$ cat config.mk
export PLATFORM = sky130hd
export DESIGN_NAME = poly_voice_allocator
export DESIGN_NICKNAME = d
export VERILOG_FILES = /design/src/pva_pkg.sv /design/src/pva_ctrl.sv /design/src/pva_dp.sv /design/src/poly_voice_allocator.sv
export SDC_FILE = /design/constraint.sdc
export NUM_CORES = 1
export LEC_CHECK = 0
export BUFFER_PORTS_ARGS = -buffer_cell sky130_fd_sc_hd__buf_2
export CORE_MARGIN = 5
export CORE_UTILIZATION = 44
export CTS_CLUSTER_DIAMETER = 60
export DETAILED_ROUTE_END_ITERATION = 16
export GPL_ROUTABILITY_DRIVEN = 0
export GPL_TIMING_DRIVEN = 0
export SKIP_CTS_REPAIR_TIMING = 1
export SKIP_LAST_GASP = 1
export SYNTH_ARGS = -nofsm -noshare
export SYNTH_HDL_FRONTEND = slang
export SYNTH_SLANG_ARGS = --single-unit
$ cat constraint.sdc
create_clock -name clk -period 6.5 [get_ports clk]
set_input_delay 1.3 -clock clk [delete_from_list [all_inputs] [get_ports clk]]
set_output_delay 1.3 -clock clk [all_outputs]
set_load 0.005 [all_outputs]
$ cat src/pva_pkg.sv
`timescale 1ns / 1ps
// ----------------------------------------------------------------------------
// pva_pkg
// shared types and constants of the polyphonic voice allocator
// ----------------------------------------------------------------------------
package pva_pkg;

  localparam int NUM_VOICES_DEF = 16;
  localparam int MAX_RESULTS    = 16;
  localparam int AGE_W          = 32;
  localparam int PITCH_W        = 7;
  localparam int VEL_W          = 7;
  localparam int REQ_W          = 2;
  localparam int VIDX_W         = 4;
  localparam int RETRIG_W       = 2;
  localparam int CFG_IDX_W      = 1;
  localparam int CFG_DATA_W     = 2;

  // request types
  localparam logic [REQ_W-1:0] REQ_NOTE  = 2'd0;
  localparam logic [REQ_W-1:0] REQ_FLUSH = 2'd1;
  localparam logic [REQ_W-1:0] REQ_CLEAR = 2'd2;

  // retrigger modes, anything at or above RETRIG_ANEW allocates anew
  localparam logic [RETRIG_W-1:0] RETRIG_OVERFLOW = 2'd0;
  localparam logic [RETRIG_W-1:0] RETRIG_RESEND   = 2'd1;
  localparam logic [RETRIG_W-1:0] RETRIG_ANEW     = 2'd2;

  // configuration register indexes
  localparam logic [CFG_IDX_W-1:0] CFG_STEAL  = 1'b0;
  localparam logic [CFG_IDX_W-1:0] CFG_RETRIG = 1'b1;

  typedef enum logic [2:0] {
    ST_IDLE,
    ST_SCAN,
    ST_DRAIN,
    ST_DECIDE,
    ST_EMIT_A,
    ST_EMIT_B,
    ST_FL_CHECK,
    ST_FL_EMIT
  } state_t;

  typedef struct packed {
    logic start;
    logic rd;
    logic idx_inc;
    logic decide;
    logic load_a;
    logic load_b;
    logic load_fl;
    logic zero;
  } cmd_t;

  typedef struct packed {
    logic scan_end;
    logic cur_busy;
    logic out_free;
    logic two;
    logic fl_last;
  } status_t;

endpackage

$ cat src/pva_ctrl.sv
`timescale 1ns / 1ps
// ----------------------------------------------------------------------------
// pva_ctrl
// sequencer: scan, decide, emit and flush steps of the voice allocator
// ----------------------------------------------------------------------------
module pva_ctrl
  import pva_pkg::*;
(
  input  logic             clk,
  input  logic             rst,
  input  logic             in_valid,
  input  logic [REQ_W-1:0] req_type,
  input  status_t          st,
  output logic             in_stall,
  output cmd_t             cmd
);

  state_t state, state_next;

  always_ff @(posedge clk) begin
    if (rst) begin
      state <= ST_IDLE;
    end else begin
      state <= state_next;
    end
  end

  always_comb begin
    state_next = state;
    case (state)
      ST_IDLE: begin
        if (in_valid && req_type == REQ_NOTE) begin
          state_next = ST_SCAN;
        end else if (in_valid && req_type == REQ_FLUSH) begin
          state_next = ST_FL_CHECK;
        end
      end
      ST_SCAN: begin
        if (st.scan_end) state_next = ST_DRAIN;
      end
      ST_DRAIN:  state_next = ST_DECIDE;
      ST_DECIDE: state_next = ST_EMIT_A;
      ST_EMIT_A: begin
        if (st.out_free) state_next = st.two ? ST_EMIT_B : ST_IDLE;
      end
      ST_EMIT_B: begin
        if (st.out_free) state_next = ST_IDLE;
      end
      ST_FL_CHECK: begin
        if (st.cur_busy) begin
          state_next = ST_FL_EMIT;
        end else if (st.scan_end) begin
          state_next = ST_IDLE;
        end
      end
      ST_FL_EMIT: begin
        if (st.out_free) state_next = st.fl_last ? ST_IDLE : ST_FL_CHECK;
      end
      default: state_next = ST_IDLE;
    endcase
  end

  always_comb begin
    cmd      = '0;
    in_stall = 1'b1;
    case (state)
      ST_IDLE: begin
        in_stall  = 1'b0;
        cmd.start = in_valid;
        cmd.zero  = in_valid && req_type == REQ_CLEAR;
      end
      ST_SCAN: begin
        cmd.rd      = 1'b1;
        cmd.idx_inc = 1'b1;
      end
      ST_DRAIN:  cmd = '0;
      ST_DECIDE: cmd.decide = 1'b1;
      ST_EMIT_A: cmd.load_a = st.out_free;
      ST_EMIT_B: cmd.load_b = st.out_free;
      ST_FL_CHECK: begin
        cmd.rd      = st.cur_busy;
        cmd.idx_inc = !st.cur_busy && !st.scan_end;
        cmd.zero    = !st.cur_busy && st.scan_end;
      end
      ST_FL_EMIT: begin
        cmd.load_fl = st.out_free;
        cmd.idx_inc = st.out_free && !st.fl_last;
        cmd.zero    = st.out_free && st.fl_last;
      end
      default: cmd = '0;
    endcase
  end

endmodule

$ cat src/pva_dp.sv
`timescale 1ns / 1ps
// ----------------------------------------------------------------------------
// pva_dp
// voice store, oldest-voice search, decision and output register
// ----------------------------------------------------------------------------
module pva_dp
  import pva_pkg::*;
#(
  parameter int NUM_VOICES = NUM_VOICES_DEF
) (
  input  logic                clk,
  input  logic                rst,
  input  cmd_t                cmd,
  output status_t             st,
  input  logic                steal_enable,
  input  logic [RETRIG_W-1:0] retrig_mode,
  input  logic [PITCH_W-1:0]  pitch,
  input  logic [VEL_W-1:0]    velocity,
  output logic                out_valid,
  input  logic                out_stall,
  output logic [VIDX_W-1:0]   voice_index,
  output logic                to_overflow,
  output logic [PITCH_W-1:0]  out_pitch,
  output logic [VEL_W-1:0]    out_velocity,
  output logic                last
);

  localparam int IW    = (NUM_VOICES > 1) ? $clog2(NUM_VOICES) : 1;
  localparam int CNT_W = $clog2(MAX_RESULTS);

  function automatic logic [VIDX_W-1:0] to_vidx(input logic [IW-1:0] v);
    logic [IW+VIDX_W-1:0] w;
    w = {{VIDX_W{1'b0}}, v};
    return w[VIDX_W-1:0];
  endfunction

  // voice store
  logic [PITCH_W-1:0]    note_mem [NUM_VOICES];
  logic [AGE_W-1:0]      age_mem  [NUM_VOICES];
  logic [NUM_VOICES-1:0] busy;
  logic [NUM_VOICES-1:0] age_ok;
  logic [AGE_W-1:0]      age_counter;

  logic [PITCH_W-1:0] pitch_q;
  logic [VEL_W-1:0]   vel_q;
  logic [IW-1:0]      scan_idx;
  logic [CNT_W-1:0]   fl_cnt;

  // read pipe
  logic               rd_vld;
  logic [IW-1:0]      rd_idx;
  logic [PITCH_W-1:0] rd_note;
  logic [AGE_W-1:0]   rd_age;
  logic               rd_age_ok;
  logic [AGE_W-1:0]   cur_age;
  logic               cur_busy_rd;
  logic               cur_match;

  // search accumulators
  logic               bv, fv, hfv, hov;
  logic [IW-1:0]      bi, fi, hf, ho;
  logic [AGE_W-1:0]   ba, fa, ha;
  logic [PITCH_W-1:0] bn;

  // decision
  logic [IW-1:0]      d_idx;
  logic               d_ovf;
  logic [PITCH_W-1:0] d_pitch;
  logic [VEL_W-1:0]   d_vel;
  logic               d_two, d_wr, d_set, d_clr, d_stamp_rst;
  logic [IW-1:0]      d_wa;
  logic [IW-1:0]      a_idx;
  logic               a_ovf;
  logic [PITCH_W-1:0] a_pitch;
  logic [VEL_W-1:0]   a_vel;
  logic               two;

  logic [NUM_VOICES-1:0] ho_mask;
  logic [NUM_VOICES-1:0] le_mask;
  logic                  busy_above;
  logic                  fl_last;

  always_ff @(posedge clk) begin
    if (cmd.rd) begin
      rd_note <= note_mem[scan_idx];
      rd_age  <= age_mem[scan_idx];
    end
    if (cmd.decide && d_wr) begin
      note_mem[d_wa] <= pitch_q;
      age_mem[d_wa]  <= age_counter;
    end
  end

  always_ff @(posedge clk) begin
    if (cmd.rd) begin
      rd_idx    <= scan_idx;
      rd_age_ok <= age_ok[scan_idx];
    end
    if (cmd.start) begin
      pitch_q <= pitch;
      vel_q   <= velocity;
    end
  end

  always_ff @(posedge clk) begin
    if (rst) begin
      rd_vld   <= 1'b0;
      scan_idx <= '0;
      fl_cnt   <= '0;
    end else begin
      rd_vld <= cmd.rd;
      if (cmd.start) begin
        scan_idx <= '0;
        fl_cnt   <= '0;
      end else if (cmd.idx_inc) begin
        scan_idx <= scan_idx + 1'b1;
      end
      if (cmd.load_fl) fl_cnt <= fl_cnt + 1'b1;
    end
  end

  assign cur_age     = rd_age_ok ? rd_age : '0;
  assign cur_busy_rd = busy[rd_idx];
  assign cur_match   = cur_busy_rd && rd_note == pitch_q;

  // oldest busy, oldest free, first match and oldest match, one voice a cycle
  always_ff @(posedge clk) begin
    if (rst) begin
      bv  <= 1'b0;
      fv  <= 1'b0;
      hfv <= 1'b0;
      hov <= 1'b0;
    end else if (cmd.start) begin
      bv  <= 1'b0;
      fv  <= 1'b0;
      hfv <= 1'b0;
      hov <= 1'b0;
    end else if (rd_vld) begin
      if (cur_busy_rd && (!bv || cur_age < ba)) bv <= 1'b1;
      if (!cur_busy_rd && (!fv || cur_age < fa)) fv <= 1'b1;
      if (cur_match) hfv <= 1'b1;
      if (cur_match && (!hov || cur_age < ha)) hov <= 1'b1;
    end
  end

  always_ff @(posedge clk) begin
    if (rd_vld) begin
      if (cur_busy_rd && (!bv || cur_age < ba)) begin
        bi <= rd_idx;
        ba <= cur_age;
        bn <= rd_note;
      end
      if (!cur_busy_rd && (!fv || cur_age < fa)) begin
        fi <= rd_idx;
        fa <= cur_age;
      end
      if (cur_match && !hfv) hf <= rd_idx;
      if (cur_match && (!hov || cur_age < ha)) begin
        ho <= rd_idx;
        ha <= cur_age;
      end
    end
  end

  always_comb begin
    for (int j = 0; j < NUM_VOICES; j++) begin
      ho_mask[j] = hov && (IW'(j) == ho);
      le_mask[j] = IW'(j) <= scan_idx;
    end
  end

  assign busy_above = |(busy & ~le_mask);
  assign fl_last    = (fl_cnt == CNT_W'(MAX_RESULTS - 1)) || !busy_above;

  always_comb begin
    d_idx       = '0;
    d_ovf       = 1'b0;
    d_pitch     = pitch_q;
    d_vel       = vel_q;
    d_two       = 1'b0;
    d_wr        = 1'b0;
    d_wa        = fi;
    d_set       = 1'b0;
    d_clr       = 1'b0;
    d_stamp_rst = 1'b0;
    if (vel_q != '0) begin
      if (retrig_mode < RETRIG_ANEW && hfv) begin
        if (retrig_mode == RETRIG_RESEND) begin
          d_idx = hf;
        end else begin
          d_ovf = 1'b1;
        end
      end else if (fv) begin
        d_idx = fi;
        d_wr  = 1'b1;
        d_set = 1'b1;
      end else if (steal_enable && bv) begin
        // note-off for the old pitch first, the new note-on follows
        d_idx   = bi;
        d_pitch = bn;
        d_vel   = '0;
        d_two   = 1'b1;
        d_wr    = 1'b1;
        d_wa    = bi;
      end else begin
        d_ovf = 1'b1;
      end
    end else begin
      if (hov) begin
        d_idx = ho;
        d_clr = 1'b1;
      end else begin
        d_ovf = 1'b1;
      end
      d_stamp_rst = (age_counter != '0) && ((busy & ~ho_mask) == '0);
    end
  end

  always_ff @(posedge clk) begin
    if (cmd.decide) begin
      a_idx   <= d_idx;
      a_ovf   <= d_ovf;
      a_pitch <= d_pitch;
      a_vel   <= d_vel;
    end
  end

  always_ff @(posedge clk) begin
    if (rst) begin
      busy        <= '0;
      age_ok      <= '0;
      age_counter <= '0;
      two         <= 1'b0;
    end else if (cmd.zero) begin
      busy        <= '0;
      age_ok      <= '0;
      age_counter <= '0;
    end else if (cmd.decide) begin
      two <= d_two;
      if (d_set) busy[d_wa] <= 1'b1;
      if (d_clr) busy[ho] <= 1'b0;
      if (d_stamp_rst) begin
        age_ok      <= '0;
        age_counter <= '0;
      end else if (d_wr) begin
        age_ok[d_wa] <= 1'b1;
        age_counter  <= age_counter + 1'b1;
      end
    end
  end

  // output register
  always_ff @(posedge clk) begin
    if (rst) begin
      out_valid <= 1'b0;
    end else if (cmd.load_a || cmd.load_b || cmd.load_fl) begin
      out_valid <= 1'b1;
    end else if (!out_stall) begin
      out_valid <= 1'b0;
    end
  end

  always_ff @(posedge clk) begin
    if (cmd.load_a) begin
      voice_index  <= to_vidx(a_idx);
      to_overflow  <= a_ovf;
      out_pitch    <= a_pitch;
      out_velocity <= a_vel;
      last         <= !two;
    end else if (cmd.load_b) begin
      voice_index  <= to_vidx(bi);
      to_overflow  <= 1'b0;
      out_pitch    <= pitch_q;
      out_velocity <= vel_q;
      last         <= 1'b1;
    end else if (cmd.load_fl) begin
      voice_index  <= to_vidx(scan_idx);
      to_overflow  <= 1'b0;
      out_pitch    <= rd_note;
      out_velocity <= '0;
      last         <= fl_last;
    end
  end

  assign st.scan_end = scan_idx == IW'(NUM_VOICES - 1);
  assign st.cur_busy = busy[scan_idx];
  assign st.out_free = !out_valid || !out_stall;
  assign st.two      = two;
  assign st.fl_last  = fl_last;

endmodule

$ cat src/poly_voice_allocator.sv
`timescale 1ns / 1ps
// ----------------------------------------------------------------------------
// poly_voice_allocator
// assigns note requests to a pool of voices, oldest-first with optional steal
// ----------------------------------------------------------------------------
// usage:
//   input channel (in_valid / in_stall) takes one request: req_type, pitch,
//   velocity. output channel (out_valid / out_stall) gives up to sixteen
//   messages per request, the final one marked by last; clear, unknown
//   request types and a flush with no voice held give none.
//   a note request scans every voice through the note/age memory, one voice
//   per cycle, then drains, decides and emits its first message; a steal
//   emits a second message after that. the single read port of the voice
//   memory is why the scan takes the voices one at a time.
//   flush checks the voices in turn and emits a note-off for each busy one.
//   clear is done in the accept cycle and the next request can follow at once.
//   in_stall is high while a request is in work; the last message may still
//   sit in the output register while the next request is accepted.
//   a stalled receiver simply holds the message, the sequencer waits.
//   reset (rst, synchronous) frees all voices, zeroes the age stamps and the
//   counter, clears steal_enable and retrig_mode; no clearing pass is needed.
//   configuration is written through cfg_wr_en / cfg_index / cfg_data; the
//   user must write it only while no request is in work, unchecked by the block.
// ----------------------------------------------------------------------------
module poly_voice_allocator
  import pva_pkg::*;
#(
  parameter int NUM_VOICES = NUM_VOICES_DEF
) (
  input  logic                  clk,
  input  logic                  rst,
  // configuration write port
  input  logic                  cfg_wr_en,
  input  logic [CFG_IDX_W-1:0]  cfg_index,
  input  logic [CFG_DATA_W-1:0] cfg_data,
  // request channel
  input  logic                  in_valid,
  output logic                  in_stall,
  input  logic [REQ_W-1:0]      req_type,
  input  logic [PITCH_W-1:0]    pitch,
  input  logic [VEL_W-1:0]      velocity,
  // message channel
  output logic                  out_valid,
  input  logic                  out_stall,
  output logic [VIDX_W-1:0]     voice_index,
  output logic                  to_overflow,
  output logic [PITCH_W-1:0]    out_pitch,
  output logic [VEL_W-1:0]      out_velocity,
  output logic                  last
);

  logic                steal_enable;
  logic [RETRIG_W-1:0] retrig_mode;
  cmd_t                cmd;
  status_t             st;

  // configuration registers
  always_ff @(posedge clk) begin
    if (rst) begin
      steal_enable <= 1'b0;
      retrig_mode  <= RETRIG_OVERFLOW;
    end else if (cfg_wr_en) begin
      case (cfg_index)
        CFG_STEAL:  steal_enable <= cfg_data[0];
        CFG_RETRIG: retrig_mode  <= cfg_data[RETRIG_W-1:0];
        default:    steal_enable <= steal_enable;
      endcase
    end
  end

  // sequencer
  pva_ctrl u_ctrl (
    .clk      (clk),
    .rst      (rst),
    .in_valid (in_valid),
    .req_type (req_type),
    .st       (st),
    .in_stall (in_stall),
    .cmd      (cmd)
  );

  // voice store, search and output register
  pva_dp #(
    .NUM_VOICES (NUM_VOICES)
  ) u_dp (
    .clk          (clk),
    .rst          (rst),
    .cmd          (cmd),
    .st           (st),
    .steal_enable (steal_enable),
    .retrig_mode  (retrig_mode),
    .pitch        (pitch),
    .velocity     (velocity),
    .out_valid    (out_valid),
    .out_stall    (out_stall),
    .voice_index  (voice_index),
    .to_overflow  (to_overflow),
    .out_pitch    (out_pitch),
    .out_velocity (out_velocity),
    .last         (last)
  );

`ifndef SYNTHESIS
  // a note or flush request closes the input in the cycle after its accept
  a_busy_after_accept : assert property (@(posedge clk) disable iff (rst)
    (in_valid && !in_stall && (req_type == REQ_NOTE || req_type == REQ_FLUSH))
      |=> in_stall)
    else $error("input open right after a note or flush request");

  // overflow messages always carry voice zero
  a_overflow_voice : assert property (@(posedge clk) disable iff (rst)
    (out_valid && to_overflow) |-> (voice_index == '0))
    else $error("overflow message with a nonzero voice");

  // a note-on is always the final message of its request
  a_note_on_last : assert property (@(posedge clk) disable iff (rst)
    (out_valid && out_velocity != '0) |-> last)
    else $error("note-on message not marked last");
`endif

endmodule

==> qor.tcl <==
set qor(nNetsFinal) 2723
set qor(avgRoutedWirePerCell_um) 24.3
set qor(tritoncts_clock_tree) {built}
set qor(postSynth.topFlopCell) {edfxtp_1}
set qor(path_clk_slew_ns) 0.06
set qor(worstPathRequired_ns) 6.85
set qor(cellLeakagePower_nw) 13.3
set qor(synth.distinct_cells) 73
set qor(ant_nets) 0
set qor(die_y_um) 305
set qor(tritoncts_num_sinks) 925
set qor(cp-startpoint) {u_dp.rd_age_ok}
set qor(worst_pin_slew_ns) 1.18
set qor(yosysSeqAreaShare_pct) 70.4
set qor(cts_root_buffer) {clkbuf_16}
set qor(core_region_area_um2) 86500
set qor(grt_overflow) 0
set qor(place.detailed.instances) 3654
set qor(cellPowerDensity_nw_per_um2) 318
set qor(maxCapViolations) 0
set qor(grt_antenna_before_repair) 3
set qor(synth.yosys.warnings) 0
set qor(drive_gt1_share_pct) 14.2
set qor(clk_latency_ns) 0.66
set qor(flow.area_growth_from_synthesis_pct) 13.8
set qor(chipWidth_um) 305
set qor(post_dr_vias_cell) 5.78
set qor(r2r_start) {u_dp.rd_age_ok}
set qor(ff_latch_area_um2) 26900
set qor(synth-edff-count) 840
set qor(synthDominantCellAreaShare_pct) 66.0
set qor(min-delay-path-class) {reg -> reg}
set qor(detailed_place_hpwl_um) 62200
set qor(final_min_period_over_clock_period_pct) 68.7
set qor(report.final.setup_viol) 0
set qor(yosysTopAreaCell) {edfxtp_1}
set qor(routed_wl_um) 93400
set qor(postSynthCellCount) 2430
set qor(num_rows) 108
set qor(vias) 22192
set qor(postSynth.asyncResetShare_pct) 0
set qor(portBuffers) 45
set qor(worst_slew_slack_as_a_fraction_of_its_limit_pct) 21.4
set qor(p_total_mw) 13.8
set qor(worstHoldStart) {u_dp.scan_idx[2]}
set qor(timing.final.hold_violations) 0
set qor(io_pins) 46
set qor(design.die.area_um2) 92900
set qor(skew_ns) 0.0184
set qor(cts_made_buffers) 98
set qor(minimum_clock_period_after_layout_ns) 4.47
set qor(worst_ir_drop_vdd_mv) 0.246
set qor(antenna_cells_inserted) 0
set qor(critical_path_arrival_ns) 4.82
set qor(synth_area_leaders) {edfxtp_1 66%, mux4_2 5.3%, dfxtp_1 4.4%}
set qor(final_max_slew_viol_count) 0
set qor(worst-path-max-fanout) 14
set qor(detailedRoute.firstPassIterationCount) 6
set qor(initial_utilization_pct) 44.2
set qor(grt_start_max_net_pins) 33
set qor(ctsHtreeMaxLevel) 3
set qor(drc_errors) 0
set qor(finalNonFillerCells) 3837
set qor(post_synthesis_mean_instance_area_um2) 15.7
set qor(initialDrtViolationCount) 2271
set qor(grt_usage_pct) 19.8
set qor(crit_type) {reg -> reg}
set qor(global_route_wire_length_before_repair_um) 140000
set qor(mappedNetlistNets) 2554
set qor(vias_in_the_first_global_route) 22188
set qor(setup_repair_after_global_routing_missed_its_margin) {false}
set qor(crit_path_start_kind) {flip-flop}
set qor(fmax_mhz) 224
set qor(ys_seq_elements) 925
set qor(fillers) 7161
set qor(area_of_the_multi_input_gates_um2) 10400
set qor(syn-cell-area_um2) 38200
set qor(run_status) {complete, no violations}
set qor(element_type_at_the_critical_path_end) {flip-flop}
set qor(cts-root-to-sink-buffers) 3
==> cells in the mapped netlist (15+ instances only) <==
cell type,instances
a21o_1,30
a21oi_1,87
a31oi_1,45
and2_1,38
and3_1,27
buf_2,36
clkbuf_1,62
dfxtp_1,85
edfxtp_1,840
ha_1,100
inv_1,113
mux2i_1,165
mux4_2,90
nand2_1,136
nand3_1,38
nand4_1,25
nor2_1,114
nor2b_1,15
nor3_1,32
o21ai_0,40
o221ai_1,80
o22ai_1,42
xnor2_1,16
==> state kept, by name, summed over array words and instances (netlist names), 16 cells and up <==
register          flops
u_dp.age_mem        512
u_dp.busy            16
u_dp.ba              32
u_dp.rd_age          32
u_dp.age_ok          16
u_dp.note_mem       112
u_dp.ha              32
u_dp.fa              32
u_dp.age_counter     32
==> power breakdown <==
part	leakage, nW	internal [mW]	switching [mW]	total, mW
registers	7.21	6.74	0.160	6.90
clock network	1.52	3.11	2.27	5.38
logic	4.58	0.570	0.972	1.54
==> metal layers <==
metal / vias to the layer above / track usage (%) / wire [um]
li1: 9917 / - / -
met1: 11213 / 28.0 / 39700
met2: 891 / 32.3 / 44500
met3: 171 / 2.85 / 6490
met4: 0 / 5.85 / 2660
met5: - / 0 / 0
==> logic make-up after synthesis <==
| kind of cell | synth area share (%) |
|---|---|
| fa+ha+maj | 3.27 |
| buf+inv | 2.39 |
| mux | 9.71 |
| xor+xnor | 0.641 |
| simple gates | 6.55 |
| flops | 70.4 |
| compound gates | 7.03 |
==> cells in the final DEF, fill, tap and decap left out, drive strengths merged, types with 38 or more instances in the layout <==
cell type,Yosys,routed
dfxtp,85,85
and2,38,38
o221ai,80,80
mux4,90,90
nand3,38,38
nand2,136,136
clkbuf,62,194
o21ai,41,41
buf,50,119
edfxtp,840,840
a31oi,45,45
ha,100,100
a21oi,88,88
o22ai,42,42
inv,113,119
mux2i,165,165
nor2,115,115
==> cell type report <==
cell class | instances | share of cell area, %
multi-input cells | 1279 | 24.0
clock buffers | 132 | 6.00
well taps | 1155 | 3.32
repair buffers | 69 | 1.55
clock inverters | 51 | 1.12
flip-flops and latches | 925 | 61.9
plain buffers | 112 | 1.11
inverters | 114 | 0.984
==> stage by stage <==
stage | utilization, % | area, um^2 | hold WS (ns) | worst slack, ns | TNS [ns]
floorplan | - | 38200 | 0.406 | 1.19 | 0
global placement | 46.1 | 39900 | 0.420 | -1.27 | -61.58
detailed placement | 46.7 | 40400 | 0.418 | 1.99 | 0
CTS | 50.3 | 43500 | 0.421 | 1.96 | 0
global route | 50.3 | 43500 | 0.431 | 1.78 | 0
finish | 50.3 | 43500 | 0.430 | 2.03 | 0
==> path summary, 6_finish.rpt <==
kind	slack, ns	to	depth (start not counted)
min	0.43	u_dp.rd_idx[2]	0
min reg2reg	0.43	u_dp.rd_idx[2]	0
max reg2reg	2.03	u_dp.fa[5]	12
max	2.03	u_dp.fa[5]	12
==> worst max-delay path: stages (launching register included) <==
cell       delay, ns
edfxtp_1        0.51
clkbuf_1        0.40
and2_1          0.37
ha_1            0.31
a21o_1          0.16
a21o_1          0.16
a21oi_1         0.13
o21ai_0         0.15
a2111oi_0       0.59
a21oi_1         0.25
o31ai_4         0.71
buf_8           0.25
buf_8           0.17
No activity file was read; power rests on OpenSTA's default activity.
